==> config.mk <==
export PLATFORM = sky130hd
export DESIGN_NAME = linear_crossfade_mixer
export DESIGN_NICKNAME = d
export VERILOG_FILES = /design/src/hw/rtl/lcm_pkg.sv /design/src/hw/rtl/lcm_front.sv /design/src/hw/rtl/lcm_queue.sv /design/src/hw/rtl/lcm_back.sv /design/src/hw/rtl/linear_crossfade_mixer.sv
export SDC_FILE = /design/constraint.sdc
export NUM_CORES = 2
export LEC_CHECK = 0
export ABC_AREA = 1
export BUFFER_PORTS_ARGS = -buffer_cell sky130_fd_sc_hd__buf_2
export CAP_MARGIN = 25
export CORE_MARGIN = 2
export CORE_UTILIZATION = 62
export CTS_CLUSTER_SIZE = 14
export DETAILED_ROUTE_END_ITERATION = 6
export PLACE_DENSITY = 0.86
export SLEW_MARGIN = 20
export SYNTH_ARGS = -nofsm -noshare
export SYNTH_HDL_FRONTEND = slang
export SYNTH_SLANG_ARGS = --single-unit
==> constraint.sdc <==
create_clock -name aclk -period 22.5 [get_ports aclk]
set_clock_uncertainty 0.1 [all_clocks]
set_input_delay 6.75 -clock aclk [delete_from_list [all_inputs] [get_ports aclk]]
set_output_delay 6.75 -clock aclk [all_outputs]
set_load 0.01 [all_outputs]
==> src/hw/rtl/lcm_pkg.sv <==
// ----------------------------------------------------------------------------
// lcm_pkg: shared types and constants of the linear crossfade mixer
// Sample and length widths, and the job record that travels from the front
// end through the queue to the arithmetic back end.
// ----------------------------------------------------------------------------
package lcm_pkg;

    localparam int SAMPLE_W      = 16;
    localparam int LEN_W         = 16;
    localparam int NUM_W         = 32;
    localparam int PROD_W        = 33;
    localparam int QUEUE_DEPTH   = 2;

    localparam logic [LEN_W-1:0] FADE_LENGTH_RESET = 16'd2205;

    localparam logic [NUM_W-1:0] POS_LIMIT = 32'd32767;
    localparam logic [NUM_W-1:0] NEG_LIMIT = 32'd32768;

    localparam logic signed [SAMPLE_W-1:0] SAT_MAX = 16'sh7FFF;
    localparam logic signed [SAMPLE_W-1:0] SAT_MIN = 16'sh8000;

    // One classified sample pair, ready for the weighted mix.
    typedef struct packed {
        logic signed [SAMPLE_W-1:0] tail_sample;
        logic signed [SAMPLE_W-1:0] head_sample;
        logic [LEN_W-1:0]           length;
        logic [LEN_W-1:0]           position;
        logic                       last;
    } mix_job_t;

endpackage

==> src/hw/rtl/lcm_front.sv <==
// ----------------------------------------------------------------------------
// lcm_front: sample intake and fade position tracking
// Accept sample pairs, resolve the effective fade length and position,
// flag the last sample and push one job per pair into the queue.
// ----------------------------------------------------------------------------
module lcm_front
    import lcm_pkg::*;
#(
    parameter int COUNT_BITS = 16
) (
    input  logic                       aclk,
    input  logic                       aresetn,
    input  logic [LEN_W-1:0]           fade_length,
    input  logic                       in_valid,
    output logic                       in_ready,
    input  logic signed [SAMPLE_W-1:0] in_tail,
    input  logic signed [SAMPLE_W-1:0] in_head,
    output logic                       job_valid,
    input  logic                       job_ready,
    output mix_job_t                   job
);

    localparam int CAP_VAL = (COUNT_BITS < LEN_W) ? (1 << COUNT_BITS) : 65535;
    localparam logic [LEN_W-1:0] LEN_CAP = LEN_W'(CAP_VAL);
    localparam int CMP_W = (COUNT_BITS > LEN_W) ? COUNT_BITS : LEN_W;

    logic [COUNT_BITS-1:0] position_reg;
    logic [COUNT_BITS-1:0] position_next;
    logic [LEN_W-1:0]      length_eff;
    logic [CMP_W-1:0]      pos_ext;
    logic [CMP_W-1:0]      len_ext;
    logic [CMP_W-1:0]      pos_use;
    logic                  last;
    logic                  accept;

    assign in_ready  = job_ready;
    assign job_valid = in_valid;
    assign accept    = in_valid && job_ready;

    always_comb begin
        length_eff = fade_length;
        if (length_eff == '0) begin
            length_eff = LEN_W'(1);
        end
        if (length_eff > LEN_CAP) begin
            length_eff = LEN_CAP;
        end
        pos_ext = CMP_W'(position_reg);
        len_ext = CMP_W'(length_eff);
        // restart when the length was lowered to or below the current position
        pos_use = (pos_ext >= len_ext) ? '0 : pos_ext;
        last    = (pos_use == len_ext - CMP_W'(1));
        position_next = last ? '0 : COUNT_BITS'(pos_use + CMP_W'(1));
    end

    always_comb begin
        job.tail_sample = in_tail;
        job.head_sample = in_head;
        job.length      = length_eff;
        job.position    = pos_use[LEN_W-1:0];
        job.last        = last;
    end

    always_ff @(posedge aclk) begin
        if (!aresetn) begin
            position_reg <= '0;
        end else if (accept) begin
            position_reg <= position_next;
        end
    end

endmodule

==> src/hw/rtl/lcm_queue.sv <==
// ----------------------------------------------------------------------------
// lcm_queue: short job queue between front and back end
// Two-entry register queue; lets intake and arithmetic stall on their own.
// ----------------------------------------------------------------------------
module lcm_queue
    import lcm_pkg::*;
(
    input  logic     aclk,
    input  logic     aresetn,
    input  logic     wr_valid,
    output logic     wr_ready,
    input  mix_job_t wr_job,
    output logic     rd_valid,
    input  logic     rd_ready,
    output mix_job_t rd_job
);

    localparam int PTR_W = $clog2(QUEUE_DEPTH);
    localparam int CNT_W = $clog2(QUEUE_DEPTH + 1);

    mix_job_t         entry_reg [QUEUE_DEPTH];
    logic [PTR_W-1:0] wr_ptr_reg;
    logic [PTR_W-1:0] rd_ptr_reg;
    logic [CNT_W-1:0] count_reg;
    logic             do_wr;
    logic             do_rd;

    assign wr_ready = (count_reg != CNT_W'(QUEUE_DEPTH));
    assign rd_valid = (count_reg != '0);
    assign rd_job   = entry_reg[rd_ptr_reg];
    assign do_wr    = wr_valid && wr_ready;
    assign do_rd    = rd_valid && rd_ready;

    always_ff @(posedge aclk) begin
        if (do_wr) begin
            entry_reg[wr_ptr_reg] <= wr_job;
        end
    end

    always_ff @(posedge aclk) begin
        if (!aresetn) begin
            wr_ptr_reg <= '0;
            rd_ptr_reg <= '0;
            count_reg  <= '0;
        end else begin
            if (do_wr) begin
                wr_ptr_reg <= (wr_ptr_reg == PTR_W'(QUEUE_DEPTH - 1)) ? '0
                                                                      : wr_ptr_reg + 1'b1;
            end
            if (do_rd) begin
                rd_ptr_reg <= (rd_ptr_reg == PTR_W'(QUEUE_DEPTH - 1)) ? '0
                                                                      : rd_ptr_reg + 1'b1;
            end
            if (do_wr && !do_rd) begin
                count_reg <= count_reg + 1'b1;
            end else if (do_rd && !do_wr) begin
                count_reg <= count_reg - 1'b1;
            end
        end
    end

endmodule

==> src/hw/rtl/lcm_back.sv <==
// ----------------------------------------------------------------------------
// lcm_back: weighted mix, iterative division and saturation
// Multiply both samples by their weights, add, divide the sum by the fade
// length one quotient bit per cycle, clamp and hold the result for output.
// ----------------------------------------------------------------------------
module lcm_back
    import lcm_pkg::*;
(
    input  logic                       aclk,
    input  logic                       aresetn,
    input  logic                       job_valid,
    output logic                       job_ready,
    input  mix_job_t                   job,
    output logic                       out_valid,
    input  logic                       out_ready,
    output logic signed [SAMPLE_W-1:0] out_sample,
    output logic                       out_last
);

    localparam int STEP_W = $clog2(NUM_W);

    typedef enum logic [2:0] {
        ST_IDLE,
        ST_MUL,
        ST_SUM,
        ST_DIV,
        ST_HOLD
    } state_t;

    state_t                     state_reg;
    mix_job_t                   job_reg;
    logic signed [PROD_W-1:0]   prod_tail_reg;
    logic signed [PROD_W-1:0]   prod_head_reg;
    logic                       neg_reg;
    logic [NUM_W-1:0]           quot_reg;
    logic [LEN_W-1:0]           rem_reg;
    logic [STEP_W-1:0]          step_reg;
    logic                       out_valid_reg;
    logic signed [SAMPLE_W-1:0] out_sample_reg;
    logic                       out_last_reg;

    logic [LEN_W-1:0]           tail_weight;
    logic signed [NUM_W-1:0]    num;
    logic [LEN_W:0]             rem_shift;
    logic                       fits;
    logic [LEN_W:0]             rem_diff;
    logic signed [SAMPLE_W-1:0] sat_value;
    logic                       out_free;

    assign job_ready  = (state_reg == ST_IDLE);
    assign out_valid  = out_valid_reg;
    assign out_sample = out_sample_reg;
    assign out_last   = out_last_reg;
    assign out_free   = !out_valid_reg || out_ready;

    always_comb begin
        tail_weight = job_reg.length - job_reg.position;
        num         = NUM_W'(prod_tail_reg + prod_head_reg);
        rem_shift   = {rem_reg, quot_reg[NUM_W-1]};
        rem_diff    = rem_shift - {1'b0, job_reg.length};
        fits        = (rem_shift >= {1'b0, job_reg.length});
        // clamp the quotient magnitude; the mix stays inside the range anyway
        if (neg_reg) begin
            sat_value = (quot_reg > NEG_LIMIT) ? SAT_MIN
                                               : SAMPLE_W'(-quot_reg[SAMPLE_W-1:0]);
        end else begin
            sat_value = (quot_reg > POS_LIMIT) ? SAT_MAX
                                               : SAMPLE_W'(quot_reg[SAMPLE_W-1:0]);
        end
    end

    always_ff @(posedge aclk) begin
        if (!aresetn) begin
            state_reg     <= ST_IDLE;
            out_valid_reg <= 1'b0;
        end else begin
            // drop a taken result; the hand-off state reloads the register itself
            if (out_valid_reg && out_ready && (state_reg != ST_HOLD)) begin
                out_valid_reg <= 1'b0;
            end
            case (state_reg)
                ST_IDLE: begin
                    if (job_valid) begin
                        job_reg   <= job;
                        state_reg <= ST_MUL;
                    end
                end
                ST_MUL: begin
                    prod_tail_reg <= PROD_W'(job_reg.tail_sample
                                             * $signed({1'b0, tail_weight}));
                    prod_head_reg <= PROD_W'(job_reg.head_sample
                                             * $signed({1'b0, job_reg.position}));
                    state_reg     <= ST_SUM;
                end
                ST_SUM: begin
                    neg_reg   <= num[NUM_W-1];
                    quot_reg  <= num[NUM_W-1] ? NUM_W'(-num) : NUM_W'(num);
                    rem_reg   <= '0;
                    step_reg  <= STEP_W'(NUM_W - 1);
                    state_reg <= ST_DIV;
                end
                ST_DIV: begin
                    rem_reg  <= fits ? rem_diff[LEN_W-1:0] : rem_shift[LEN_W-1:0];
                    quot_reg <= {quot_reg[NUM_W-2:0], fits};
                    step_reg <= step_reg - 1'b1;
                    if (step_reg == '0) begin
                        state_reg <= ST_HOLD;
                    end
                end
                ST_HOLD: begin
                    if (out_free) begin
                        out_valid_reg  <= 1'b1;
                        out_sample_reg <= sat_value;
                        out_last_reg   <= job_reg.last;
                        state_reg      <= ST_IDLE;
                    end
                end
                default: begin
                    state_reg <= ST_IDLE;
                end
            endcase
        end
    end

endmodule

==> src/hw/rtl/linear_crossfade_mixer.sv <==
// ----------------------------------------------------------------------------
// linear_crossfade_mixer: linear crossfade of two 16-bit sample streams
// Mixes the tail of an outgoing clip into the head of an incoming clip.
// ----------------------------------------------------------------------------
// Each transfer on the input stream carries one sample of the outgoing clip
// tail and one of the incoming clip head. The block returns one transfer per
// input: (tail*(N-i) + head*i)/N, truncated toward zero and clamped to 16
// bits, where N is fade_length (0 acts as 1, capped at min(2^COUNT_BITS,
// 65535)) and i the fade position. tlast marks i = N-1, after which the
// position wraps to 0. Stream exactly N sample pairs per crossfade. The
// back end loads a sample pair, multiplies, adds, runs the one-bit-per-cycle
// restoring divider and hands off the result before it takes the next pair;
// the divider sets the rate. A two-entry queue sits between intake and the
// arithmetic, and the output register holds a finished result while the
// next one is computed. Write fade_length only while the block is idle.
// ----------------------------------------------------------------------------
module linear_crossfade_mixer
    import lcm_pkg::*;
#(
    parameter int COUNT_BITS = 16
) (
    input  logic        aclk,
    input  logic        aresetn,
    // fade length register write
    input  logic        cfg_valid,
    output logic        cfg_ready,
    input  logic [15:0] cfg_data,       // [15:0] fade_length
    // sample pairs in
    input  logic        s_axis_tvalid,
    output logic        s_axis_tready,
    input  logic [31:0] s_axis_tdata,   // [15:0] tail_sample, [31:16] head_sample
    // mixed samples out
    output logic        m_axis_tvalid,
    input  logic        m_axis_tready,
    output logic [15:0] m_axis_tdata,   // [15:0] mixed_sample
    output logic        m_axis_tlast    // fade_done
);

    logic [LEN_W-1:0]           fade_length_reg;
    logic                       fq_valid;
    logic                       fq_ready;
    mix_job_t                   fq_job;
    logic                       qb_valid;
    logic                       qb_ready;
    mix_job_t                   qb_job;
    logic signed [SAMPLE_W-1:0] mixed_sample;

    // Always take register writes; hold the length until the next write.
    assign cfg_ready = 1'b1;

    always_ff @(posedge aclk) begin
        if (!aresetn) begin
            fade_length_reg <= FADE_LENGTH_RESET;
        end else if (cfg_valid && cfg_ready) begin
            fade_length_reg <= cfg_data;
        end
    end

    // Intake: classify each pair and advance the fade position.
    lcm_front #(
        .COUNT_BITS (COUNT_BITS)
    ) u_front (
        .aclk        (aclk),
        .aresetn     (aresetn),
        .fade_length (fade_length_reg),
        .in_valid    (s_axis_tvalid),
        .in_ready    (s_axis_tready),
        .in_tail     ($signed(s_axis_tdata[15:0])),
        .in_head     ($signed(s_axis_tdata[31:16])),
        .job_valid   (fq_valid),
        .job_ready   (fq_ready),
        .job         (fq_job)
    );

    // Decouple intake from the slow divider.
    lcm_queue u_queue (
        .aclk     (aclk),
        .aresetn  (aresetn),
        .wr_valid (fq_valid),
        .wr_ready (fq_ready),
        .wr_job   (fq_job),
        .rd_valid (qb_valid),
        .rd_ready (qb_ready),
        .rd_job   (qb_job)
    );

    // Arithmetic: weighted sum, division by N, clamp, output register.
    lcm_back u_back (
        .aclk       (aclk),
        .aresetn    (aresetn),
        .job_valid  (qb_valid),
        .job_ready  (qb_ready),
        .job        (qb_job),
        .out_valid  (m_axis_tvalid),
        .out_ready  (m_axis_tready),
        .out_sample (mixed_sample),
        .out_last   (m_axis_tlast)
    );

    assign m_axis_tdata = mixed_sample;

endmodule
After elaboration in Yosys (flattened, before gate mapping) --
Memory sizes are Yosys's and may differ from the RTL's. A register that Yosys moved wholly into a read port is not among the register bits. Index checks and enable logic that the tools add are counted.
Storage, ports and cells: bits in writable memories 130, word-level logic and storage cells 92, memories kept 1, flip-flop bits (word level) 175
Memory list:
- u_queue.entry_reg | words 2, width 65, read ports 1, clocked after memory_dff 1, wr ports 1, RTL line lcm_queue.sv:21 | mix_job_t entry_reg [QUEUE_DEPTH];
Operators by class: magnitude comparators 5, muxes and demuxes 25, eq/ne operators 10, multipliers 2, reductions and logical operators 22, add/sub/neg operators 12
Operator list (count):
- 2-to-1 mux 16 bit | 8
- multiplier 16 x 17 -> 32 bit | 2
- one-hot mux 32 bit (2 select lines) | 1
- adder 32 bit | 1
- > comparator 32 x 15 -> 1 bit, second input constant | 1
- > comparator 32 x 16 -> 1 bit, second input constant | 1
- 2-to-1 mux 32 bit | 1
- negator 32 bit | 1
- one-hot mux 16 bit (2 select lines) | 1
- subtractor 16 bit | 2
- greater-or-equal comparator 17 x 16 -> 1 bit | 1
- adder 16 x 1 -> 16 bit, second input constant | 1
- == test 16 bit | 1
- greater-or-equal comparator 16 bit | 1
- > comparator 16 bit, second input constant | 1
- logical NOT 16 bit | 1
- negator 16 bit | 1
- subtractor 16 x 1 -> 16 bit, second input constant | 1
- one-hot mux 3 bit (5 select lines) | 1
- one-hot mux 5 bit (2 select lines) | 1
- 2-to-1 mux 3 bit | 3
- AND reduction 3 bit | 3
- 2-to-1 mux 1 bit | 7
- == test 3 x 2 -> 1 bit, second input constant | 2
- other kinds (17) | 32

Depth between registers and ports, before layout --
depth after elaboration 8, gate-level depth with buffers 37

Modules after synthesis --
Synthesis repeated with hierarchy kept, for this count alone.
Second synthesis, totals: cell total of the unflattened synthesis 4439, area, all modules 38092.8 um^2
By module, submodules not included:
- lcm_back | area an instance 29519.6 um^2, instances 1, cells an instance 3629
- lcm_queue | area an instance 5136.2 um^2, instances 1, cells an instance 239
- lcm_front | area an instance 2778.9 um^2, instances 1, cells an instance 479
- linear_crossfade_mixer | area an instance 658.1 um^2, instances 1, cells an instance 92

Worst setup path before layout --
No wires, ideal clock.
path type input port to flip-flop, start point input aresetn, end point register u_back.quot_reg[0] (enable), arrival 10.689 ns, slack 11.182 ns, path buffers 1, setup time 0.530 ns, stages on the path 3, cell sequence clkbuf_1 > inv_2 > nor3_1
Between the ends: cells in the longest elaborated chain, start to end 1
RTL lines:
- from (decl) | RTL line linear_crossfade_mixer.sv:23 | input logic aresetn,
- AND reduction 2 bit (no source line)
- to (signal assigned) | RTL line lcm_back.sv:97 | quot_reg <= num[NUM_W-1] ? NUM_W'(-num) : NUM_W'(num);
- to (signal assigned) | RTL line lcm_back.sv:104 | quot_reg <= {quot_reg[NUM_W-2:0], fits};
- to (decl) | RTL line lcm_back.sv:35 | logic [NUM_W-1:0] quot_reg;
No other way between the ends. A chain may end at the register's enable or synchronous reset.

Final worst setup path --
start point register u_back.job_reg[8] (netlist bit), end point register u_back.prod_tail_reg[20] (data pin)
Between the ends: cells in the longest elaborated chain, start to end 2
RTL lines:
- from (decl) | RTL line lcm_back.sv:31 | mix_job_t job_reg;
- from (signal assigned) | RTL line lcm_back.sv:84 | job_reg <= job;
- subtractor 16 bit | RTL line lcm_back.sv:57 | tail_weight = job_reg.length - job_reg.position;
- multiplier 16 x 17 -> 32 bit | RTL line lcm_back.sv:90 | * $signed({1'b0, tail_weight}));
- to (signal assigned) | RTL line lcm_back.sv:89 | prod_tail_reg <= PROD_W'(job_reg.tail_sample
- to (decl) | RTL line lcm_back.sv:32 | logic signed [PROD_W-1:0] prod_tail_reg;
No other way between the ends.

==> impl_metrics.yaml <==
run_status:
  status: "finished, final reports clean"
synthesis:
  synthCells: 4480
  yosysWarnings: 0
  avgSynthCellArea_um2: 8.32
  synthTopCellsByCount: "nand2_1 (1156), inv_1 (936), fa_1 (391)"
  seq_area_frac_synth_pct: 28.7
  synth_seq_cells: 370
  syn_area_um2: 37300
  synthFlopType: "edfxtp_1"
  synth_largest_area_cell: "edfxtp_1"
  synth_cell_types: 56
  yosys-top-cells-area: "edfxtp_1 (27%), fa_1 (21%), nand2_1 (12%)"
  async_flop_share_pct: 0
  synth_top_cell_area_share_pct: 26.6
  synth_edf_count: 330
  synthMostInstantiatedCell: "nand2_1"
  synth_nets: 5242
floorplanning:
  rows: 89
  pin_count: 73
  dieArea_um2: 62100
  chipHeight_um: 249
  fp.coreArea_um2: 59200
  start_util_pct: 62.9
  die_x_um: 249
finish:
  design_area_um2: 39500
  seq_area_um2: 10700
  antennaDiodeCount: 0
  nFillCells: 4639
  syn_to_final_growth_pct: 5.82
  largest_register_ffs: 130
  final_nets: 5222
  drive_above_1_share_pct: 5.06
  multi_input_area_um2: 22400
sta:
  fin_crit_sh_pct: 41.2
  max_freq_mhz: 108
  hold_viol_final: 0
  timing.hold.ws_ns: 0.349
  setup_viol: 0
  tightest_slew_ns: 0.998
  setup_tns_ns: 0
  finalMaxSlewViolations: 0
  min_period_ns: 9.27
  rsz0062_at_grt: "false"
  setup_ws_ns: 13.23
  max_slew_margin_pct: 33.2
worst_setup_path:
  reg2reg_from: "u_back.job_reg[8]"
  worstSetupPathType: "reg2reg"
  rr_worst_depth: 29
  cpMaxStageDelayCell: "edfxtp_1"
  crit_fanout: 16
  critPathLaunchType: "register"
  worstPathArrival_ns: 9.48
  max_stage_delay_ns: 0.87
  r2r_end: "u_back.prod_tail_reg[20]"
  r2r_slack_ns: 13.23
  cpMostUsedCell: "inv_1"
  cp_data_required_time_ns: 22.72
  end_kind: "register"
route:
  drc: 0
  drt_first_iter_violations: 2449
  routed_via_density: 5.58
  routed_wirelength_um: 88300
  wl_per_cell_um: 16.8
  postRouteAntennaNets: 0
  num_vias: 29400
  dr.pass1.iters: 6
clocking:
  root_buffer: "clkbuf_16"
  cts_buffer_depth: 3
  cts_tree: "done"
  htreeDepth: 2
  worstSkewPairLatency_ns: 0.59
  path_clk_slew_ns: 0.06
  postCtsSetupBuffers: 0
  cts.hold.buffers_added: 0
  cts_sinks: 370
  cts-resized-gates: 0
  cts_buffers: 38
place:
  placed_area_um2: 38200
  place_hpwl_um: 69200
  dp_slack_ns: 13.02
  portBuffers: 71
  place_congestion: 0.957
grt:
  grt-ovfl-total: 0
  antenna_found_initial: 0
  grt_pass1_wl_um: 145000
  grt_use_total_pct: 28.8
  grt_pass1_vias: 29800
  grt_max_degree: 68
min_path:
  hold_start: "u_back.job_reg[0]"
  min_path_cells: 0
  hp-class: "reg2reg"
  holdPathEnd: "u_back.out_last"
flow_run:
  maxCapViolCount: 0
-- worst max-delay path, delay by kind of cell (launching register included) --
family	cells	cell delay [ns]
XOR/XNOR	2	0.90
AO/OA/AOI/OAI	4	1.04
adder cells (fa/ha/maj)	8	3.60
flip-flops	1	0.87
buffers and inverters	9	1.32
AND/OR/NAND/NOR	6	1.17
-- layer usage --
layer,share of wire [%],track usage [%],vias up
li1,-,-,13800
met1,39,35.1,13900
met2,47,48.4,1341
met3,8.2,5.55,322
met4,5.5,15.6,0
met5,0,0,-
-- metrics by stage --
stage	instances	utilization (%)
3_5_place_dp	5193	64.4
5_1_grt	5262	66.6
2_1_floorplan	4480	-
6_report	5262	66.6
4_1_cts	5262	66.6
3_3_place_gp	5193	64.4
-- worst max path at each step --
| stage | endpoint | slack [ns] | depth (start not counted) | start |
|---|---|---|---|---|
| floorplan | u_back.quot_reg[0] | 11.18 | 3 | aresetn |
| global placement | u_queue.count_reg[1] | 13.09 | 8 | s_axis_tvalid |
| detailed placement | u_queue.count_reg[1] | 13.02 | 8 | s_axis_tvalid |
| CTS | u_back.prod_tail_reg[27] | 13.49 | 30 | u_back.job_reg[8] |
| global route | u_back.prod_tail_reg[20] | 12.94 | 29 | u_back.job_reg[8] |
| finish | u_back.prod_tail_reg[20] | 13.23 | 29 | u_back.job_reg[8] |
-- placed cells by master (no fill, tap or decap), types with 7 or more instances in the layout --
cell type / Yosys / routed
o21bai_1: 8 / 8
nor2_2: 7 / 7
nand3b_1: 8 / 8
xnor2_1: 40 / 40
a21oi_1: 172 / 172
nand2_2: 17 / 17
ha_1: 318 / 318
clkbuf_1: 128 / 11
o21ai_1: 21 / 21
nand2_1: 1156 / 1156
nand3_1: 182 / 182
o31ai_1: 10 / 10
fa_1: 391 / 391
nor2_4: 4 / 9
buf_2: 10 / 71
o21ai_0: 125 / 125
nor2_1: 304 / 299
a21o_1: 10 / 10
nand4_1: 38 / 38
buf_4: 2 / 20
clkinv_1: 7 / 12
inv_1: 936 / 935
a31oi_1: 12 / 12
edfxtp_1: 330 / 330
clkbuf_16: 0 / 38
nor4_1: 7 / 7
dfxtp_1: 40 / 39
nand3_2: 9 / 9
xor2_1: 73 / 73
inv_2: 17 / 17
nor3_1: 28 / 27
-- final cells by class --
| type | count | area share, % |
|---|---|---|
| timing repair buffer | 91 | 1.28 |
| inverter | 960 | 9.14 |
| multi-input combinational | 2999 | 56.7 |
| tap | 773 | 2.45 |
| clock buffer | 50 | 2.55 |
| sequential | 370 | 27.1 |
| clock inverter | 19 | 0.701 |
-- cell families after synthesis --
kind of cell | share of synthesized area [%]
and+or+nand+nor | 19.9
DFF | 28.7
buffers and inverters | 11.4
adders and majority gates | 31.7
other | 0.0101
xor gates and xnor gates | 2.65
AOI/OAI and AO/OA | 5.62
Power is not shown: default switching activity piles up to over one toggle a cycle in this logic, so the estimate is an artifact.
